### config.mk
export PLATFORM = sky130hd
export DESIGN_NAME = cum_ctrl
export DESIGN_NICKNAME = d
export VERILOG_FILES = /design/src/sv/cum_pkg.sv /design/src/sv/cum_ctrl.sv
export SDC_FILE = /design/constraint.sdc
export NUM_CORES = 1
export LEC_CHECK = 0
export BUFFER_PORTS_ARGS = -buffer_cell sky130_fd_sc_hd__buf_4
export CORE_AREA = 2 2 39 41
export CTS_BUF_LIST = sky130_fd_sc_hd__clkbuf_16
export DETAILED_ROUTE_END_ITERATION = 16
export DIE_AREA = 0 0 41 43
export PLACE_DENSITY = 0.33
export SYNTH_ARGS = -nofsm -noshare
export SYNTH_HDL_FRONTEND = slang
export SYNTH_SLANG_ARGS = --single-unit
### constraint.sdc
create_clock -name clk -period 1.3 [get_ports clk]
set_input_delay 0.13 -clock clk [delete_from_list [all_inputs] [get_ports clk]]
set_output_delay 0.13 -clock clk [all_outputs]
set_load 0.005 [all_outputs]
### src/sv/cum_pkg.sv
package cum_pkg;

	localparam int CFG_IDX_W = 3;
	localparam int CFG_DATA_W = 64;

	typedef enum logic [CFG_IDX_W-1:0] {
		REG_CHERISH_0 = 3'd0,
		REG_CHERISH_1 = 3'd1,
		REG_CHERISH_2 = 3'd2,
		REG_CHERISH_3 = 3'd3,
		REG_ECN       = 3'd4,
		REG_MAX_URG   = 3'd5,
		REG_MAX_CHER  = 3'd6
	} cfg_reg_t;

	typedef enum logic [1:0] {
		ACT_ACCEPTED = 2'd0,
		ACT_DROPPED  = 2'd1,
		ACT_SERVED   = 2'd2,
		ACT_NOTHING  = 2'd3
	} action_t;

	localparam logic OP_ADD   = 1'b0;
	localparam logic OP_SERVE = 1'b1;

	typedef enum logic [1:0] {
		ST_IDLE,
		ST_READ,
		ST_EXEC,
		ST_OUT
	} state_t;

	typedef struct packed {
		logic       opcode;
		logic [1:0] source_queue;
		logic [7:0] urgency_level;
		logic [7:0] cherish_level;
		logic [15:0] random_value;
		logic       output_ready;
	} req_t;

	typedef struct packed {
		logic [1:0] action;
		logic [1:0] result_queue;
		logic       mark_congestion;
		logic       wake_scheduler;
	} rsp_t;

	// controller -> datapath
	typedef struct packed {
		logic load;   // capture request, read urgency FIFO head
		logic fetch;  // read stamp FIFO head of that queue
		logic exec;   // decide and update state
	} cmd_t;

endpackage

### src/sv/cum_ctrl.sv
module cum_ctrl (
	input  logic clk,
	input  logic arst_n,
	input  logic in_valid,
	output logic in_ready,
	output logic out_valid,
	input  logic out_ready,
	output cum_pkg::cmd_t cmd
);
	import cum_pkg::*;

	state_t state_q, state_nx;

	always_ff @(posedge clk or negedge arst_n) begin
		if (!arst_n) state_q <= ST_IDLE;
		else state_q <= state_nx;
	end

	always_comb begin
		state_nx = state_q;
		case (state_q)
			ST_IDLE: if (in_valid) state_nx = ST_READ;
			ST_READ: state_nx = ST_EXEC;
			ST_EXEC: state_nx = ST_OUT;
			ST_OUT: begin
				if (out_ready) state_nx = in_valid ? ST_READ : ST_IDLE;
			end
			default: state_nx = ST_IDLE;
		endcase
	end

	always_comb begin
		in_ready = 1'b0;
		out_valid = 1'b0;
		cmd = '0;
		case (state_q)
			ST_IDLE: in_ready = 1'b1;
			ST_READ: cmd.fetch = 1'b1;
			ST_EXEC: cmd.exec = 1'b1;
			ST_OUT: begin
				out_valid = 1'b1;
				in_ready = out_ready;
			end
			default: ;
		endcase
		cmd.load = in_valid & in_ready;
	end

	a_read_after_load: assert property (@(posedge clk) disable iff (!arst_n)
		cmd.load |=> state_q == ST_READ) else $error("load not followed by read");
	a_out_after_exec: assert property (@(posedge clk) disable iff (!arst_n)
		state_q == ST_EXEC |=> out_valid) else $error("exec not followed by result");
	a_out_hold: assert property (@(posedge clk) disable iff (!arst_n)
		out_valid && !out_ready |=> out_valid) else $error("result dropped");

endmodule

==> run metrics <==
run status=finished with violations; violations in the final reports=negative setup slack; clock tree from TritonCTS=done; sum of routed wire length over all layers=717 um; register bit count reported by yosys=2; mean area per synthesized cell=10.1 um^2; Die Area=0.00176 mm^2; post-synthesis xor/xnor area fraction=0%; Worst Tran Pin Value=171 ps; post-layout util=43.9%; Final Skew=3.15 ps; Detailed Route Iter0 Violations=0; Critical Path Source Type=flop; number of setup violations in the final report=5; area of the mapped netlist=211 um^2; weighted congestion reported at the end of routability-driven placement=0.713; leading registers by flop count=state_q: 2 flops; slowest CP cell=dfrtp_2; RSZ-0062 raised after global routing=yes; Cell Pwr Density=3080 mW/mm^2; largest net degree at the start of global routing=5; die outline height=43 um; remaining design rule violation count=0; CTS Buf Count=3; Antenna diodes=0; Worst EP arrival=1310 ps; number of nets produced by synthesis=31; number of standard cells after synthesis=21; final worst setup slack=-144 ps; type of the worst min-delay path=input pin to asynchronous set/reset pin; Maximum Capacitance Violations=0; clock latency at the later pin of the worst-skew pair=220 ps; max FFs per register=2; max-slew violation total from the final report=0; Max H-tree Level=1; Routed WL per cell=11.6 um; combinational family with the most area after synthesis=adder cells; Post-Place Setup Slack=-38.3 ps; via count of the first global-routing pass=271; number of nets at the end of the flow=58; antenna violations before repair=0; Yosys warning total=0; maximum clock insertion buffer count=2; Via-to-Cell Ratio=3.98; Final ANT Viol Nets=0; final hold slack=228 ps; final critical path time including I/O delays and setup=1440 ps; Largest Register=state_q; largest voltage drop on the vdd net=1.05 mV; Req. time, crit path=1170 ps; clock transition at the register clock pins on the worst setup and hold paths after CTS=30 ps; number of buffer and inverter instances along the worst setup path=4; post-synthesis share of cell area spent on and, or, nand and nor gates=17.8%; synth-to-layout area growth=187%; total global-route track usage=10.0%; Horiz. Die Dim=41 um; number of fillers in the final layout=129; number of optimization iterations in the first detailed-route pass=1; global-route wire length before repair=1130 um; initial core utilization=15.3%; mux contribution to synthesized area=7.10%; number of ports placed on the die boundary=9; number of cell rows=14; delay of the slowest cell on the worst path=450 ps; GRT Residual Overflow=0; clock root buffer master=clkbuf_16; Slew HR=88.5%; CP Capture Type=output pin; kind of critical path=flop to output pin; static power due to leakage=0.000271 uW; share of synthesized cell area in full adder, half adder and majority cells=35.5%; HPWL after detailed placement=409 um; register area share after synthesis=23.7%; unique cell type count in the Yosys netlist=12; total number of clock tree sinks=2; Hold Violations, Final=0; cell-by-cell listing of the critical path=buf_4 > buf_6 > buf_4 > ha_4 > buf_6; maximum clock rate=693 MHz; proportion of layout cells with a drive suffix above 1=89.1%; top fanout value on the critical path=4; fin crit share=111%; crit-path leading delay family=buffers and inverters; port bufs=8; via count=247; complex-gate fraction of the synthesized area=12.4%; core region area=0.00138 mm^2
[cells in the mapped netlist]
| cell | n | area share (%) |
|---|---|---|
| nand2b_2 | 2 | 8.3 |
| nor2_1 | 2 | 3.6 |
| o31ai_1 | 1 | 3.6 |
| and2_1 | 1 | 3.0 |
| inv_2 | 1 | 1.8 |
| a21oi_1 | 2 | 4.7 |
| nand2_2 | 1 | 3.0 |
| mux2_4 | 1 | 7.1 |
| dfrtp_1 | 2 | 24 |
| ha_1 | 6 | 36 |
| a31o_1 | 1 | 4.1 |
| inv_1 | 1 | 1.8 |
[power by group]
group | internal [uW] | total, uW | switching, uW
registers | 105 | 181 | 75.7
logic | 777 | 1220 | 445
clock network | 392 | 469 | 77.0
[area by class of cell]
type | instances | area (um^2) | area share, %
Clock buffer | 3 | 75.1 | 12.4
Sequential cell | 2 | 52.6 | 8.66
Timing Repair Buffer | 22 | 209 | 34.4
Multi-Input combinational cell | 17 | 238 | 39.2
Inverter | 2 | 12.5 | 2.06
Tap cell | 16 | 20.0 | 3.30
[repair_timing]
item / CTS / global route
resized for setup: 19 / 13
pin swaps: 4 / 4
setup buffers: 7 / 1
hold buffers: 1 / 0
endpoints found under the hold margin: 2 / 0
endpoints found under the setup margin: 5 / 6
[per-stage QoR]
stage,instance area [um^2],total power (uW),TNS (ps),std cells
6_report,607,1870,-499,62
5_1_grt,607,2000,-721,62
4_1_cts,542,1640,-318,61
3_5_place_dp,329,767,-38.3,50
3_3_place_gp,329,759,-34.1,50
2_1_floorplan,211,451,0,21
[logic make-up (layout without fill, tap and decap cells)]
| group | after synthesis | after routing |
|---|---|---|
| flops | 2 | 2 |
| simple gates | 6 | 6 |
| fa+ha+maj | 6 | 6 |
| buf+inv | 2 | 27 |
| compound gates | 4 | 4 |
| mux | 1 | 1 |
[routing by layer]
metal,vias to the layer above,GRT usage (%),wire length [um]
met5,-,0,0
li1,120,-,-
met3,2,0.524,44
met4,0,10.0,15
met2,10,15.0,367
met1,115,11.5,289
[path summary, 6_finish.rpt]
| kind | startpoint | to | slack, ps | cells after the start |
|---|---|---|---|---|
| setup reg to reg | state_q[0] | state_q[1] | -70 | 5 |
| max in group asynchronous | arst_n | state_q[1] | 970 | 2 |
| setup / recovery | state_q[0] | cmd[1] | -140 | 5 |
| hold reg to reg | state_q[0] | state_q[0] | 690 | 2 |
| hold / removal | arst_n | state_q[0] | 230 | 2 |
| min in group clk | in_valid | state_q[0] | 330 | 4 |
[layout by cell type, fill, tap and decap left out, drive strengths merged]
cell type / Yosys / routed
inv: 2 / 2
and2: 1 / 1
buf: 0 / 21
ha: 6 / 6
nor2: 2 / 2
a31o: 1 / 1
a21oi: 2 / 2
mux2: 1 / 1
nand2: 1 / 1
clkbuf: 0 / 3
nand2b: 2 / 2
dfrtp: 2 / 2
dlygate4sd3: 0 / 1
o31ai: 1 / 1
(Power assumes the default switching activity.)
